==> config.mk <==
export PLATFORM = sky130hd
export DESIGN_NAME = http_request_header_parser
export DESIGN_NICKNAME = d
export VERILOG_FILES = /design/src/rtl/hrhp_pkg.sv /design/src/rtl/http_request_header_parser.sv
export VERILOG_INCLUDE_DIRS = /design/src /design/src/rtl
export SDC_FILE = /design/constraint.sdc
export NUM_CORES = 2
export LEC_CHECK = 0
export ABC_AREA = 1
export BUFFER_PORTS_ARGS = -buffer_cell sky130_fd_sc_hd__buf_2
export CAP_MARGIN = 20
export CORE_ASPECT_RATIO = 1.25
export CORE_MARGIN = 2
export CORE_UTILIZATION = 30
export DETAILED_ROUTE_END_ITERATION = 6
export MAX_ROUTING_LAYER = met4
export PLACE_DENSITY = 0.44
export SLEW_MARGIN = 25
export SYNTH_ARGS = -nofsm -noshare
export SYNTH_HDL_FRONTEND = slang
export SYNTH_SLANG_ARGS = --single-unit
==> constraint.sdc <==
create_clock -name clk_i -period 4.1 [get_ports clk_i]
set_input_delay 1.23 -clock clk_i [delete_from_list [all_inputs] [get_ports clk_i]]
set_output_delay 1.23 -clock clk_i [all_outputs]
set_load 0.1 [all_outputs]
==> src/rtl/http_request_header_parser_defines.svh <==
// Assertion macros for the HTTP request header parser.
// Used by the top level; expects clk_i and rst_ni in scope.
`ifndef HTTP_REQUEST_HEADER_PARSER_DEFINES_SVH
`define HTTP_REQUEST_HEADER_PARSER_DEFINES_SVH

// Same-cycle implication.
`define HRHP_ASSERT_NOW(lbl, ante, cons, msg) \
  lbl: assert property (@(posedge clk_i) disable iff (!rst_ni) (ante) |-> (cons)) \
    else $error(msg);

// Next-cycle implication.
`define HRHP_ASSERT_NEXT(lbl, ante, cons, msg) \
  lbl: assert property (@(posedge clk_i) disable iff (!rst_ni) (ante) |=> (cons)) \
    else $error(msg);

`endif

==> src/rtl/hrhp_pkg.sv <==
// Package for the HTTP request header parser: payload structs, verdict codes,
// literal tables and character helpers. No dependencies.
package hrhp_pkg;

  localparam int unsigned LINE_BYTES_DEF = 128;
  localparam int unsigned BODY_BYTES_DEF = 128;
  localparam logic [11:0] MAX_HDR_RST  = 12'd1024;
  localparam logic [11:0] MAX_BODY_RST = 12'd128;

  typedef struct packed {
    logic       action;
    logic [7:0] data_byte;
  } in_t;

  typedef struct packed {
    logic [3:0]  verdict;
    logic [9:0]  http_status;
    logic        is_head;
    logic [7:0]  body_byte;
    logic        body_byte_valid;
    logic [11:0] body_length;
  } out_t;

  typedef enum logic [1:0] {PH_LINE, PH_HEAD, PH_BODY, PH_DONE} phase_e;
  typedef enum logic [1:0] {CT_IDLE, CT_SCAN, CT_EVAL} ctl_e;
  typedef enum logic [1:0] {HK_OTHER, HK_LEN, HK_TYPE, HK_TE} hdr_kind_e;
  typedef enum logic [3:0] {
    L_POST, L_HEAD, L_GET, L_SET, L_VER, L_CL, L_CT, L_TE, L_FORM
  } lit_e;

  typedef enum logic [0:0] {REG_MAX_HDR, REG_MAX_BODY} reg_idx_e;

  localparam logic [3:0] V_PROGRESS   = 4'd0;
  localparam logic [3:0] V_PAGE       = 4'd1;
  localparam logic [3:0] V_FORM       = 4'd2;
  localparam logic [3:0] V_BAD_EOL    = 4'd3;
  localparam logic [3:0] V_INVALID    = 4'd4;
  localparam logic [3:0] V_HDR_LARGE  = 4'd5;
  localparam logic [3:0] V_METHOD     = 4'd6;
  localparam logic [3:0] V_NOT_FOUND  = 4'd7;
  localparam logic [3:0] V_BAD_HDR    = 4'd8;
  localparam logic [3:0] V_DUP_LEN    = 4'd9;
  localparam logic [3:0] V_EMPTY_LEN  = 4'd10;
  localparam logic [3:0] V_TOO_LARGE  = 4'd11;
  localparam logic [3:0] V_DUP_TYPE   = 4'd12;
  localparam logic [3:0] V_XFER_ENC   = 4'd13;
  localparam logic [3:0] V_LEN_REQ    = 4'd14;
  localparam logic [3:0] V_MEDIA      = 4'd15;

  localparam logic [7:0] CH_TAB   = 8'h09;
  localparam logic [7:0] CH_LF    = 8'h0A;
  localparam logic [7:0] CH_CR    = 8'h0D;
  localparam logic [7:0] CH_SP    = 8'h20;
  localparam logic [7:0] CH_QUEST = 8'h3F;
  localparam logic [7:0] CH_SLASH = 8'h2F;
  localparam logic [7:0] CH_COLON = 8'h3A;
  localparam logic [7:0] CH_SEMI  = 8'h3B;
  localparam logic [7:0] CH_ZERO  = 8'h30;
  localparam logic [7:0] CH_ONE   = 8'h31;
  localparam logic [7:0] CH_NINE  = 8'h39;
  localparam logic [7:0] CH_DEL   = 8'h7F;

  localparam int unsigned LEN_POST = 4;
  localparam int unsigned LEN_GET  = 3;
  localparam int unsigned LEN_SET  = 9;
  localparam int unsigned LEN_VER  = 8;
  localparam int unsigned LEN_CL   = 14;
  localparam int unsigned LEN_CT   = 12;
  localparam int unsigned LEN_TE   = 17;
  localparam int unsigned LEN_FORM = 33;

  localparam logic [8*LEN_POST-1:0] S_POST = "POST";
  localparam logic [8*LEN_POST-1:0] S_HEAD = "HEAD";
  localparam logic [8*LEN_GET-1:0]  S_GET  = "GET";
  localparam logic [8*LEN_SET-1:0]  S_SET  = "/set-time";
  localparam logic [8*LEN_VER-1:0]  S_VER  = "HTTP/1.1";
  localparam logic [8*LEN_CL-1:0]   S_CL   = "content-length";
  localparam logic [8*LEN_CT-1:0]   S_CT   = "content-type";
  localparam logic [8*LEN_TE-1:0]   S_TE   = "transfer-encoding";
  localparam logic [8*LEN_FORM-1:0] S_FORM = "application/x-www-form-urlencoded";

  // Per-line scan state, rebuilt from the line store on every line end.
  typedef struct packed {
    logic [1:0] sp;
    logic       mpost;
    logic       mhead;
    logic       mget;
    logic       mlen4;
    logic       mlen3;
    logic       tst;
    logic       tgt_bad;
    logic       qseen;
    logic       st_m;
    logic [3:0] tl;
    logic       vm;
    logic [3:0] vk;
    logic       col;
    logic       col0;
    logic       ncl;
    logic       nct;
    logic       nte;
    hdr_kind_e  hk;
    logic       vst;
    logic       pend;
    logic       lerr;
    logic [11:0] val;
    logic       fm;
    logic [5:0] tk;
    logic       semi33;
    logic       ws33;
    logic       nwa;
  } scan_t;

  function automatic logic [7:0] lit_at(lit_e sel, logic [5:0] k);
    logic [7:0] c;
    int unsigned ki;
    c = 8'h00;
    ki = int'(k);
    case (sel)
      L_POST: if (ki < LEN_POST) c = S_POST[8*(LEN_POST-1-ki) +: 8];
      L_HEAD: if (ki < LEN_POST) c = S_HEAD[8*(LEN_POST-1-ki) +: 8];
      L_GET:  if (ki < LEN_GET)  c = S_GET[8*(LEN_GET-1-ki) +: 8];
      L_SET:  if (ki < LEN_SET)  c = S_SET[8*(LEN_SET-1-ki) +: 8];
      L_VER:  if (ki < LEN_VER)  c = S_VER[8*(LEN_VER-1-ki) +: 8];
      L_CL:   if (ki < LEN_CL)   c = S_CL[8*(LEN_CL-1-ki) +: 8];
      L_CT:   if (ki < LEN_CT)   c = S_CT[8*(LEN_CT-1-ki) +: 8];
      L_TE:   if (ki < LEN_TE)   c = S_TE[8*(LEN_TE-1-ki) +: 8];
      L_FORM: if (ki < LEN_FORM) c = S_FORM[8*(LEN_FORM-1-ki) +: 8];
      default: c = 8'h00;
    endcase
    return c;
  endfunction

  function automatic logic [7:0] to_lower(logic [7:0] c);
    return (c >= 8'h41 && c <= 8'h5A) ? c + 8'h20 : c;
  endfunction

  function automatic logic is_ws(logic [7:0] c);
    return c == CH_SP || c == CH_TAB || c == CH_CR;
  endfunction

  function automatic logic [9:0] status_of(logic [3:0] v);
    logic [9:0] s;
    case (v)
      V_PROGRESS:          s = 10'd0;
      V_PAGE, V_FORM:      s = 10'd200;
      V_HDR_LARGE:         s = 10'd431;
      V_METHOD:            s = 10'd405;
      V_NOT_FOUND:         s = 10'd404;
      V_TOO_LARGE:         s = 10'd413;
      V_LEN_REQ:           s = 10'd411;
      V_MEDIA:             s = 10'd415;
      default:             s = 10'd400;
    endcase
    return s;
  endfunction

endpackage

==> src/rtl/http_request_header_parser.sv <==
// HTTP request header parser top level: line store memory, line-end scanner
// and output register. Depends on hrhp_pkg and the defines header.
`include "http_request_header_parser_defines.svh"
// Usage:
//  Input channel (in_valid_i/in_ready_o, in_data_i) carries one transaction per
//  connection byte, or a new-connection marker (action = 1).
//  Output channel (out_valid_o/out_ready_i, out_data_o) returns exactly one
//  transaction per input transaction, in order.
//  Config port: cfg_we_i writes cfg_data_i into register cfg_idx_i
//  (0 = max header bytes, 1 = max body length); write only while idle.
//  For ordinary bytes, body bytes and markers the result sits in the output
//  register in the cycle after acceptance.
//  A line feed that closes a stored line replays the bytes before its CR
//  from the single-port line store, one byte per cycle, then evaluates the
//  line; the result is loaded once the output register is free, and no
//  byte is taken until the result has been loaded.
//  Reset: all parse state and both registers return to their defaults
//  (1024 header bytes, 128 body length); the line store is not cleared.
//  A stalled receiver holds the result; a new transaction is taken in the
//  same cycle the waiting result leaves.
module http_request_header_parser #(
  parameter int unsigned LINE_BYTES = hrhp_pkg::LINE_BYTES_DEF,
  parameter int unsigned BODY_BYTES = hrhp_pkg::BODY_BYTES_DEF
) (
  input  logic            clk_i,
  input  logic            rst_ni,
  input  logic            in_valid_i,
  output logic            in_ready_o,
  input  hrhp_pkg::in_t   in_data_i,
  output logic            out_valid_o,
  input  logic            out_ready_i,
  output hrhp_pkg::out_t  out_data_o,
  input  logic            cfg_we_i,
  input  logic            cfg_idx_i,
  input  logic [11:0]     cfg_data_i
);
  import hrhp_pkg::*;

  localparam int unsigned LW = $clog2(LINE_BYTES);

  logic [7:0]    mem [LINE_BYTES];
  logic [7:0]    rdata_q;
  logic          mem_we, rd_en;
  logic [7:0]    mem_wd;

  ctl_e          ctl_q, ctl_d;
  phase_e        phase_q, phase_d;
  logic [LW-1:0] line_len_q, line_len_d;
  logic          last_cr_q, last_cr_d;
  logic [12:0]   hdr_cnt_q, hdr_cnt_d;
  logic          post_q, post_d, head_q, head_d;
  logic          len_seen_q, len_seen_d, type_seen_q, type_seen_d;
  logic          type_valid_q, type_valid_d;
  logic [11:0]   decl_q, decl_d, body_cnt_q, body_cnt_d;
  logic [11:0]   max_hdr_q, max_body_q;
  scan_t         scan_q, scan_d;
  logic [LW-1:0] scan_len_q, scan_len_d, idx_q, idx_d, pos_q, pos_d;
  logic          rv_q, rv_d;
  out_t          out_q, res;
  logic          out_valid_q, emit, lf_go, in_acc, out_free;

  assign out_free    = !out_valid_q || out_ready_i;
  assign in_acc      = in_valid_i && in_ready_o;
  assign out_valid_o = out_valid_q;
  assign out_data_o  = out_q;

  // Line store: one write or one read per cycle
  always_ff @(posedge clk_i) begin
    if (mem_we) mem[line_len_q] <= mem_wd;
    if (rd_en) rdata_q <= mem[idx_q];
  end

  // Control FSM: next state
  always_comb begin
    ctl_d = ctl_q;
    case (ctl_q)
      CT_IDLE: if (lf_go) ctl_d = CT_SCAN;
      CT_SCAN: if (idx_q == scan_len_q && !rv_q) ctl_d = CT_EVAL;
      CT_EVAL: if (out_free) ctl_d = CT_IDLE;
      default: ctl_d = CT_IDLE;
    endcase
  end

  // Control FSM: outputs
  always_comb begin
    in_ready_o = 1'b0;
    case (ctl_q)
      CT_IDLE: in_ready_o = out_free;
      default: in_ready_o = 1'b0;
    endcase
  end

  // Datapath
  always_comb begin
    logic [7:0]  b, c;
    logic        fin, ign;
    logic [3:0]  v;
    logic [7:0]  bbyte;
    logic        bval;
    logic [15:0] nv;
    logic [5:0]  pk;
    b = in_data_i.data_byte;
    c = rdata_q;
    fin = 1'b0;
    ign = 1'b0;
    v = V_PROGRESS;
    bbyte = 8'h00;
    bval = 1'b0;
    nv = '0;
    pk = 6'(pos_q);
    emit = 1'b0;
    lf_go = 1'b0;
    mem_we = 1'b0;
    mem_wd = b;
    rd_en = 1'b0;
    phase_d = phase_q;
    line_len_d = line_len_q;
    last_cr_d = last_cr_q;
    hdr_cnt_d = hdr_cnt_q;
    post_d = post_q;
    head_d = head_q;
    len_seen_d = len_seen_q;
    type_seen_d = type_seen_q;
    type_valid_d = type_valid_q;
    decl_d = decl_q;
    body_cnt_d = body_cnt_q;
    scan_d = scan_q;
    scan_len_d = scan_len_q;
    idx_d = idx_q;
    pos_d = pos_q;
    rv_d = 1'b0;

    if (in_acc) begin
      emit = 1'b1;
      if (in_data_i.action) begin
        ign = 1'b1;
        phase_d = PH_LINE;
        line_len_d = '0;
        last_cr_d = 1'b0;
        hdr_cnt_d = '0;
        post_d = 1'b0;
        head_d = 1'b0;
        len_seen_d = 1'b0;
        type_seen_d = 1'b0;
        type_valid_d = 1'b0;
        decl_d = '0;
        body_cnt_d = '0;
      end else if (phase_q == PH_DONE) begin
        ign = 1'b1;
      end else if (phase_q == PH_BODY) begin
        if (body_cnt_q >= decl_q || {1'b0, body_cnt_q} >= 13'(BODY_BYTES)) begin
          fin = 1'b1;
          v = V_TOO_LARGE;
        end else begin
          bbyte = b;
          bval = 1'b1;
          body_cnt_d = body_cnt_q + 12'd1;
          if (body_cnt_d == decl_q) begin
            fin = 1'b1;
            v = V_FORM;
          end
        end
      end else begin
        hdr_cnt_d = hdr_cnt_q + 13'd1;
        if (hdr_cnt_d > {1'b0, max_hdr_q}) begin
          fin = 1'b1;
          v = V_HDR_LARGE;
        end else if (b == CH_LF) begin
          if (line_len_q == '0 || !last_cr_q) begin
            fin = 1'b1;
            v = V_BAD_EOL;
          end else begin
            emit = 1'b0;
            lf_go = 1'b1;
            scan_len_d = line_len_q - LW'(1);
            idx_d = '0;
            scan_d = '0;
            scan_d.mpost = 1'b1;
            scan_d.mhead = 1'b1;
            scan_d.mget = 1'b1;
            scan_d.st_m = 1'b1;
            scan_d.vm = 1'b1;
            scan_d.ncl = 1'b1;
            scan_d.nct = 1'b1;
            scan_d.nte = 1'b1;
            scan_d.hk = HK_OTHER;
            scan_d.fm = 1'b1;
          end
        end else if (b < CH_SP && b != CH_CR && b != CH_TAB || b == CH_DEL ||
                     line_len_q == LW'(LINE_BYTES - 1)) begin
          fin = 1'b1;
          v = V_INVALID;
        end else begin
          mem_we = 1'b1;
          line_len_d = line_len_q + LW'(1);
          last_cr_d = (b == CH_CR);
        end
      end
    end

    // Replay of the stored line
    if (ctl_q == CT_SCAN && idx_q != scan_len_q) begin
      rd_en = 1'b1;
      idx_d = idx_q + LW'(1);
      rv_d = 1'b1;
      pos_d = idx_q;
    end

    if (rv_q) begin
      if (phase_q == PH_LINE) begin
        case (scan_q.sp)
          2'd0: begin
            if (c == CH_SP) begin
              scan_d.sp = 2'd1;
              scan_d.mlen4 = (pos_q == LW'(LEN_POST));
              scan_d.mlen3 = (pos_q == LW'(LEN_GET));
            end else begin
              scan_d.mpost = scan_q.mpost && pos_q < LW'(LEN_POST) && c == lit_at(L_POST, pk);
              scan_d.mhead = scan_q.mhead && pos_q < LW'(LEN_POST) && c == lit_at(L_HEAD, pk);
              scan_d.mget  = scan_q.mget && pos_q < LW'(LEN_GET) && c == lit_at(L_GET, pk);
            end
          end
          2'd1: begin
            if (c == CH_SP) begin
              scan_d.sp = 2'd2;
              if (!scan_q.tst) scan_d.tgt_bad = 1'b1;
            end else begin
              if (!scan_q.tst && c != CH_SLASH) scan_d.tgt_bad = 1'b1;
              scan_d.tst = 1'b1;
              if (!scan_q.qseen) begin
                if (c == CH_QUEST) begin
                  scan_d.qseen = 1'b1;
                end else begin
                  scan_d.st_m = scan_q.st_m && scan_q.tl < 4'(LEN_SET) &&
                                c == lit_at(L_SET, 6'(scan_q.tl));
                  if (scan_q.tl < 4'(LEN_SET + 1)) scan_d.tl = scan_q.tl + 4'd1;
                end
              end
            end
          end
          2'd2: begin
            if (c == CH_SP) begin
              scan_d.sp = 2'd3;
            end else begin
              scan_d.vm = scan_q.vm && scan_q.vk < 4'(LEN_VER) &&
                          ((scan_q.vk == 4'(LEN_VER - 1)) ? (c == CH_ONE || c == CH_ZERO)
                                                          : c == lit_at(L_VER, 6'(scan_q.vk)));
              if (scan_q.vk < 4'(LEN_VER + 1)) scan_d.vk = scan_q.vk + 4'd1;
            end
          end
          default: scan_d.sp = scan_q.sp;
        endcase
      end else begin
        if (!scan_q.col) begin
          if (c == CH_COLON) begin
            scan_d.col = 1'b1;
            scan_d.col0 = (pos_q == '0);
            if (scan_q.ncl && pos_q == LW'(LEN_CL)) scan_d.hk = HK_LEN;
            else if (scan_q.nct && pos_q == LW'(LEN_CT)) scan_d.hk = HK_TYPE;
            else if (scan_q.nte && pos_q == LW'(LEN_TE)) scan_d.hk = HK_TE;
            else scan_d.hk = HK_OTHER;
          end else begin
            scan_d.ncl = scan_q.ncl && pos_q < LW'(LEN_CL) && to_lower(c) == lit_at(L_CL, pk);
            scan_d.nct = scan_q.nct && pos_q < LW'(LEN_CT) && to_lower(c) == lit_at(L_CT, pk);
            scan_d.nte = scan_q.nte && pos_q < LW'(LEN_TE) && to_lower(c) == lit_at(L_TE, pk);
          end
        end else if (scan_q.vst || !is_ws(c)) begin
          scan_d.vst = 1'b1;
          // decimal length
          if (is_ws(c)) begin
            scan_d.pend = 1'b1;
          end else if (scan_q.pend || c < CH_ZERO || c > CH_NINE) begin
            scan_d.lerr = 1'b1;
          end else if (!scan_q.lerr) begin
            nv = {1'b0, scan_q.val, 3'b000} + {3'b000, scan_q.val, 1'b0} +
                 {12'h000, 4'(c - CH_ZERO)};
            if (nv > {4'h0, max_body_q}) scan_d.lerr = 1'b1;
            else scan_d.val = nv[11:0];
          end
          // media type
          if (scan_q.tk < 6'(LEN_FORM)) begin
            scan_d.fm = scan_q.fm && to_lower(c) == lit_at(L_FORM, scan_q.tk);
          end else if (scan_q.tk == 6'(LEN_FORM)) begin
            scan_d.semi33 = (c == CH_SEMI);
            scan_d.ws33 = is_ws(c);
          end else if (!is_ws(c)) begin
            scan_d.nwa = 1'b1;
          end
          if (scan_q.tk < 6'(LEN_FORM + 1)) scan_d.tk = scan_q.tk + 6'd1;
        end
      end
    end

    if (ctl_q == CT_EVAL && out_free) begin
      emit = 1'b1;
      if (phase_q == PH_LINE) begin
        if (scan_q.sp != 2'd2 || !(scan_q.vm && scan_q.vk == 4'(LEN_VER)) ||
            scan_q.tgt_bad) begin
          fin = 1'b1;
          v = V_INVALID;
        end else begin
          post_d = scan_q.mpost && scan_q.mlen4;
          head_d = scan_q.mhead && scan_q.mlen4;
          if (!post_d && !head_d && !(scan_q.mget && scan_q.mlen3)) begin
            fin = 1'b1;
            v = V_METHOD;
          end else if (post_d && !(scan_q.st_m && scan_q.tl == 4'(LEN_SET))) begin
            fin = 1'b1;
            v = V_NOT_FOUND;
          end else begin
            phase_d = PH_HEAD;
          end
        end
      end else if (scan_len_q == '0) begin
        if (!post_q) begin
          fin = 1'b1;
          v = V_PAGE;
        end else if (!len_seen_q) begin
          fin = 1'b1;
          v = V_LEN_REQ;
        end else if (!type_valid_q) begin
          fin = 1'b1;
          v = V_MEDIA;
        end else if (decl_q == '0) begin
          fin = 1'b1;
          v = V_FORM;
        end else begin
          phase_d = PH_BODY;
        end
      end else if (!scan_q.col || scan_q.col0) begin
        fin = 1'b1;
        v = V_BAD_HDR;
      end else begin
        case (scan_q.hk)
          HK_LEN: begin
            if (len_seen_q) begin
              fin = 1'b1;
              v = V_DUP_LEN;
            end else if (!scan_q.vst) begin
              fin = 1'b1;
              v = V_EMPTY_LEN;
            end else if (scan_q.lerr) begin
              fin = 1'b1;
              v = V_TOO_LARGE;
            end else begin
              len_seen_d = 1'b1;
              decl_d = scan_q.val;
            end
          end
          HK_TYPE: begin
            if (type_seen_q) begin
              fin = 1'b1;
              v = V_DUP_TYPE;
            end else begin
              type_seen_d = 1'b1;
              type_valid_d = scan_q.fm && scan_q.tk >= 6'(LEN_FORM) &&
                             (scan_q.tk == 6'(LEN_FORM) || scan_q.semi33 ||
                              (scan_q.ws33 && !scan_q.nwa));
            end
          end
          HK_TE: begin
            fin = 1'b1;
            v = V_XFER_ENC;
          end
          default: fin = 1'b0;
        endcase
      end
      if (!fin) line_len_d = '0;
    end

    if (fin) phase_d = PH_DONE;

    res = '0;
    if (!ign) begin
      res.verdict = v;
      res.http_status = status_of(v);
      res.is_head = head_d;
      res.body_byte = bbyte;
      res.body_byte_valid = bval;
      res.body_length = body_cnt_d;
    end
  end

  always_ff @(posedge clk_i or negedge rst_ni) begin
    if (!rst_ni) begin
      ctl_q <= CT_IDLE;
      phase_q <= PH_LINE;
      line_len_q <= '0;
      last_cr_q <= 1'b0;
      hdr_cnt_q <= '0;
      post_q <= 1'b0;
      head_q <= 1'b0;
      len_seen_q <= 1'b0;
      type_seen_q <= 1'b0;
      type_valid_q <= 1'b0;
      decl_q <= '0;
      body_cnt_q <= '0;
      max_hdr_q <= MAX_HDR_RST;
      max_body_q <= MAX_BODY_RST;
      scan_q <= '0;
      scan_len_q <= '0;
      idx_q <= '0;
      pos_q <= '0;
      rv_q <= 1'b0;
      out_valid_q <= 1'b0;
    end else begin
      ctl_q <= ctl_d;
      phase_q <= phase_d;
      line_len_q <= line_len_d;
      last_cr_q <= last_cr_d;
      hdr_cnt_q <= hdr_cnt_d;
      post_q <= post_d;
      head_q <= head_d;
      len_seen_q <= len_seen_d;
      type_seen_q <= type_seen_d;
      type_valid_q <= type_valid_d;
      decl_q <= decl_d;
      body_cnt_q <= body_cnt_d;
      scan_q <= scan_d;
      scan_len_q <= scan_len_d;
      idx_q <= idx_d;
      pos_q <= pos_d;
      rv_q <= rv_d;
      if (cfg_we_i) begin
        case (reg_idx_e'(cfg_idx_i))
          REG_MAX_HDR:  max_hdr_q <= cfg_data_i;
          REG_MAX_BODY: max_body_q <= cfg_data_i;
          default:      max_hdr_q <= max_hdr_q;
        endcase
      end
      if (emit) out_valid_q <= 1'b1;
      else if (out_ready_i) out_valid_q <= 1'b0;
    end
  end

  always_ff @(posedge clk_i) begin
    if (emit) out_q <= res;
  end

  `HRHP_ASSERT_NOW(a_no_write_in_scan, ctl_q != CT_IDLE, !mem_we && !in_ready_o,
                   "line store written or input taken during line replay")
  `HRHP_ASSERT_NOW(a_body_verdict, out_valid_o && out_data_o.body_byte_valid,
                   out_data_o.verdict == V_PROGRESS || out_data_o.verdict == V_FORM,
                   "body byte with a verdict other than in progress or form ready")
  `HRHP_ASSERT_NEXT(a_done_ignores,
                    in_acc && !in_data_i.action && phase_q == PH_DONE,
                    out_valid_q && out_q.verdict == V_PROGRESS && phase_q == PH_DONE,
                    "byte after a final verdict was not ignored")

endmodule
After elaboration in Yosys (flattened, before gate mapping)
Memories as Yosys holds them, arrays and structs flattened. A register that Yosys moved wholly into a read port is not among the register bits. Index checks and enable logic that the tools add are counted. W data, S select, Z words.

Register bits: 189. Logic and storage cells: 546. Bits in writable memories: 1024. Memories: 2. Bits in read-only memories: 144. Bits in latches: 0.

Memory list: mem (words 128, width 8, rd ports 1, clocked after memory_dff 1, write ports 1, line http_request_header_parser.sv:41) `logic [7:0] mem [LINE_BYTES];`; (no name shown) (words 16, width 9, rd ports 1, clocked after memory_dff 1, write ports 0, line hrhp_pkg.sv:144) `case (v)`.

Add/subtract/negate cells: 20. Shift operators: 9. Muxes and demuxes: 280. Bitwise logic cells: 7. Div/mod/pow operators: 0. Equality and inequality tests: 60. Reduce and logical (&&, ||, !) cells: 86. Multipliers: 0. Magnitude comparators: 29.

Operators by type and width (count): $mux W52 (8); $mux W8 (50); $shiftx A264 B33 Y8 const A (1); $mux W12 (17); $shiftx A136 B33 Y8 const A (1); $mux W7 (18); $shiftx A112 B33 Y8 const A (1); $mux W1 (111); $mux W4 (24); $shiftx A96 B33 Y8 const A (1); $eq A8 B8 Y1 (9); $shiftx A72 B33 Y8 const A (1); $shiftx A32 B33 Y8 const A (2); $mux W13 (5); $shiftx A64 B33 Y8 const A (1); $mux W2 (28); $mux W25 (2); $eq A8 B6 Y1 const B (6); $logic_and A1 B1 Y1 (39); $shiftx A24 B33 Y8 const A (1); $eq A8 B4 Y1 const B (4); $mux W32 (1); $lt A4 B4 Y1 const B (6); $logic_not A7 Y1 (3); other kinds (72) (151).

Logic depth before layout (Yosys ltp)
Depth after elaboration: 22. Gate-level depth with buffers: 34. Mapped depth without buffers: 34.

Worst setup path after synthesis
Ideal clock, no wire load.

Path type: input to register. From: input out_ready_i. To: register, netlist name out_data_o[25]. Setup slack: 0.062 ns. Stages on the path: 20. Arrival time: 3.900 ns. Path buffers: 0. Cell sequence: nor2_1 > nor3_4 > nand2_4 > nor3_2 > nand2_1 > nand2_1 > nand2_1 > nand2_1 > nand2_1 > nand2_1 > nand2_1 > nand2_1 > nand2_1 > nand2_1 > nand2_2 > inv_1 > ha_1 > inv_1 > nand4_1 > nand4_1.

Cells in the longest elaborated chain, start to end: 12.

Ends and longest elaborated chain: from (decl) (line http_request_header_parser.sv:31) `input logic out_ready_i,`; $logic_or A1 B1 Y1 * (line http_request_header_parser.sv:62) `assign out_free = !out_valid_q || out_ready_i;`; $mux W1 * (line http_request_header_parser.sv:87) `case (ctl_q)`; via in_ready_o (line http_request_header_parser.sv:28) `output logic in_ready_o,`; $logic_and A1 B1 Y1 * (line http_request_header_parser.sv:63) `assign in_acc = in_valid_i && in_ready_o;`; $mux W4 (line http_request_header_parser.sv:133) `if (in_acc) begin`; $mux W4 (line http_request_header_parser.sv:342) `end else if (scan_q.lerr) begin`; $mux W4 (line http_request_header_parser.sv:339) `end else if (!scan_q.vst) begin`; $mux W4 (line http_request_header_parser.sv:336) `if (len_seen_q) begin`; $pmux W4 S3 (line http_request_header_parser.sv:334) `case (scan_q.hk)`; $mux W4 (line http_request_header_parser.sv:330) `end else if (!scan_q.col || scan_q.col0) begin`; $mux W4 (line http_request_header_parser.sv:314) `end else if (scan_len_q == '0) begin`; $mux W4 (line http_request_header_parser.sv:296) `if (phase_q == PH_LINE) begin`; $mux W4 (line http_request_header_parser.sv:294) `if (ctl_q == CT_EVAL && out_free) begin`.

The timed path passes the listed nets; every way through them passes the cells marked *. A chain may end at the register's enable or synchronous reset.

==> impl_metrics.py <==
metrics = {
    "timing": {
        "slew_viol_final": 0,
        "fin_setup_tns_ns": 0,
        "hold_slack_ns": 0.4122,
        "fin_skew_ns": 0.04763,
        "max_freq_mhz": 250.9,
        "worstMarginPinSlew_ns": 1.009,
        "period_share_pct": 97.20,
        "grt_setup_unrepaired": "true",
        "setup_violations": 0,
        "max_slew_margin_pct": 32.75,
        "post-route-min-period_ns": 3.985,
        "finalHoldViolations": 0,
    },
    "critical_path": {
        "start_kind": "flop",
        "crit_path_start": "scan_q[10]",
        "crit-reg2reg-launch": "scan_q[10]",
        "crit_arrival_ns": 4.64,
        "crit_fanout": 6,
        "path_delay_family": "adder cells",
        "cp.required_ns": 4.75,
        "setup.worst_path.class": "flop to flop",
        "rrSetupSlack_ns": 0.11,
        "critPathBufInv": 4,
        "slowest_stage": "fa_2",
        "crit_chain": "fa_2 -> inv_2 -> fa_2 -> nor2_2 -> a211oi_2 -> o21ai_1 -> a21oi_1 -> o21ai_2 -> xor2_1 -> ha_1 -> nand4_1 -> buf_4 -> o221ai_2 -> o41ai_2 -> nand4_1 -> a21oi_2 -> nand3_4 -> buf_8 -> o21ai_2 -> inv_1",
        "critPathCaptureType": "flop",
        "slowest_delay_ns": 0.63,
    },
    "floorplan": {
        "die_y_um": 479.4,
        "pin_count": 65,
        "row_count": 174,
        "chipWidth_um": 384.3,
        "core_um2": 179800,
        "die-area_um2": 184300,
        "start_util_pct": 30.17,
    },
    "logic_synthesis": {
        "async_flop_share_pct": 12.54,
        "synth_edf_count": 1067,
        "syn_area_um2": 54250,
        "synth_flop_cell": "edfxtp_1",
        "ys_seq_area_share_pct": 66.13,
        "ys_ff_latch": 1220,
        "yosysUniqueCellTypes": 67,
        "syn_nets": 5017,
        "ys_warn_count": 0,
        "syn_inst": 4893,
        "syn_avg_cell_area_um2": 11.09,
    },
    "worst_hold_path": {
        "min_path_type": "input port to async pin",
    },
    "power": {
        "power.total_mw": 27.64,
        "leakagePower_nw": 23.00,
        "p_per_area_nw_per_um2": 430.1,
        "irDropWorstVdd_mv": 0.4201,
    },
    "route": {
        "drt-total-wl_mm": 173.6,
        "drt_iter0_drc": 3272,
        "route.detailed.drc": 20,
        "drtAntennaViolNets": 0,
        "wl_per_cell_um": 22.72,
        "dr.pass1.iters": 7,
        "viasPerCell": 5.083,
        "num_vias": 38830,
    },
    "final_layout": {
        "final_net_count": 5277,
        "fill_cells": 17930,
        "layoutNonFillerInstCount": 7639,
        "drive_above_1_share_pct": 14.26,
        "final-seq-area_um2": 35880,
        "multi_input_comb_area_um2": 16460,
        "post-route-cell-area_um2": 64260,
        "area_growth_pct": 18.46,
    },
    "place": {
        "placedCellCount": 7369,
        "hpwl_mm": 110.4,
        "placedInstanceArea_um2": 59220,
        "port_buffers": 63,
        "gp_congestion": 0.8439,
    },
    "global_routing": {
        "grt_use_total_pct": 19.16,
        "grt_max_degree": 129,
        "antenna_found_initial": 14,
        "grt_pass1_vias": 38310,
        "overflow": 0,
        "grt_first_pass_wirelength_mm": 256.1,
    },
    "clock_tree": {
        "clk_latency_ns": 0.80,
        "cts_buffers": 132,
        "cts_buffer_depth": 3,
        "cts_tree": "done",
        "cts_sinks": 1220,
        "path_clk_slew_ns": 0.06,
        "hold_buffers": 0,
        "root_buffer": "clkbuf_16",
        "htreeDepth": 4,
    },
    "flow_run": {
        "max_cap_violations": 0,
    },
    "run_status": {
        "violations": "DRC",
        "status": "finished, violations left",
    },
}
-- power by group --
| group | switching [mW] | internal (mW) | leakage, nW | total, mW |
|---|---|---|---|---|
| combinational | 1.38 | 0.379 | 9.40 | 1.76 |
| sequential | 0.0947 | 13.6 | 11.5 | 13.7 |
| clock | 5.26 | 6.91 | 2.14 | 12.2 |
-- layout make-up --
type                       instances  share of cell area [%]
clock inverter                    76                   1.392
timing repair buffer             395                   5.074
tap                             2376                   4.626
antenna                            4                 0.01558
clock buffer                     164                   5.440
sequential                      1220                   55.84
inverter                         336                   1.990
multi-input combinational       3068                   25.62
-- registers in the layout, summed over array words and instances (netlist names) --
signal	count
ctl_q	2
rdata_q	8
hdr_cnt_q	13
last_cr_q	1
rv_q	1
decl_q	12
idx_q	7
out_data_o	35
phase_q	2
pos_q	7
scan_len_q	7
mem	1024
max_body_q	12
line_len_q	7
head_q	1
type_seen_q	1
max_hdr_q	12
post_q	1
len_seen_q	1
body_cnt_q	12
type_valid_q	1
out_valid_o	1
scan_q	52
-- routing by layer --
layer	wire length (µm)	GRT usage [%]	vias up
met4	3859	4.998	0
met2	84880	31.44	995
met1	76360	24.87	19480
met5	0	-	-
met3	8465	2.684	214
li1	-	-	18140
-- cell families after synthesis --
family / Yosys count / synth area share, %
AND/OR/NAND/NOR: 1718 / 13.53
adder cells (fa/ha/maj): 97 / 2.265
buffers and inverters: 605 / 4.308
AO/OA/AOI/OAI: 1184 / 12.63
flip-flops: 1220 / 66.13
XOR/XNOR: 67 / 1.116
other: 1 / 0.006913
multiplexers: 1 / 0.01845
-- cell usage in the layout (no fill, tap or decap), types with 12 or more instances in the layout --
| cell type | instances |
|---|---|
| a21oi_1 | 93 |
| clkbuf_16 | 134 |
| o21ai_1 | 21 |
| clkbuf_1 | 27 |
| o221ai_1 | 104 |
| dfrtp_1 | 147 |
| clkinv_1 | 33 |
| bufinv_16 | 12 |
| nor3_1 | 36 |
| nor2_4 | 16 |
| buf_4 | 304 |
| o21ai_2 | 13 |
| ha_1 | 88 |
| inv_1 | 306 |
| nand3_1 | 189 |
| nand3_2 | 13 |
| buf_2 | 54 |
| o21ai_0 | 653 |
| nor4_1 | 15 |
| buf_12 | 31 |
| o211ai_1 | 42 |
| nor2_1 | 769 |
| inv_2 | 21 |
| nand2_1 | 504 |
| xor2_1 | 55 |
| a31oi_1 | 22 |
| nand2_2 | 24 |
| edfxtp_1 | 1067 |
| o22ai_1 | 179 |
| nand4_1 | 87 |
| nor2_2 | 27 |
| clkinv_2 | 22 |
-- cell usage after synthesis (15+ instances only) --
cell type | instances | area, µm²
nor4_1 | 15 | 93.84
clkbuf_1 | 225 | 844.6
o221ai_1 | 105 | 919.6
inv_1 | 315 | 1182
ha_1 | 95 | 1189
dfrtp_1 | 151 | 3779
o22ai_1 | 179 | 1120
o21ai_1 | 18 | 90.09
nand2_1 | 523 | 1963
a31oi_1 | 23 | 143.9
buf_2 | 29 | 145.1
nor2_1 | 791 | 2969
nand3_1 | 202 | 1011
nor3_1 | 38 | 190.2
o211ai_1 | 42 | 315.3
xor2_1 | 55 | 481.7
edfxtp_1 | 1067 | 32040
a21oi_1 | 98 | 490.5
nand4_1 | 87 | 544.3
o21ai_0 | 668 | 3343
-- metrics by stage --
stage	utilization (%)	worst slack, ns
after CTS	35.48	0.003902
final	35.73	0.1150
after floorplan	-	0.06165
after global placement	32.93	-0.2115
after global routing	35.73	-0.1245
after detailed placement	32.93	-0.3011
-- timing repair --
action,CTS,global route
hold endpoints to repair,0,0
gates resized for setup,19,101
setup endpoints to repair,26,866
gates cloned,2,0
buffers inserted,11,13
pin swaps,6,37
-- worst paths after layout --
check                                 to  cells past startpoint
setup / recovery              scan_q[14]                     20
hold / removal              hdr_cnt_q[5]                      1
setup reg to reg              scan_q[14]                     20
hold reg to reg             max_hdr_q[3]                      2
max in group asynchronous  max_hdr_q[10]                      2
min in group clk_i          max_hdr_q[3]                      2
No activity file was read; power rests on OpenSTA's default activity.
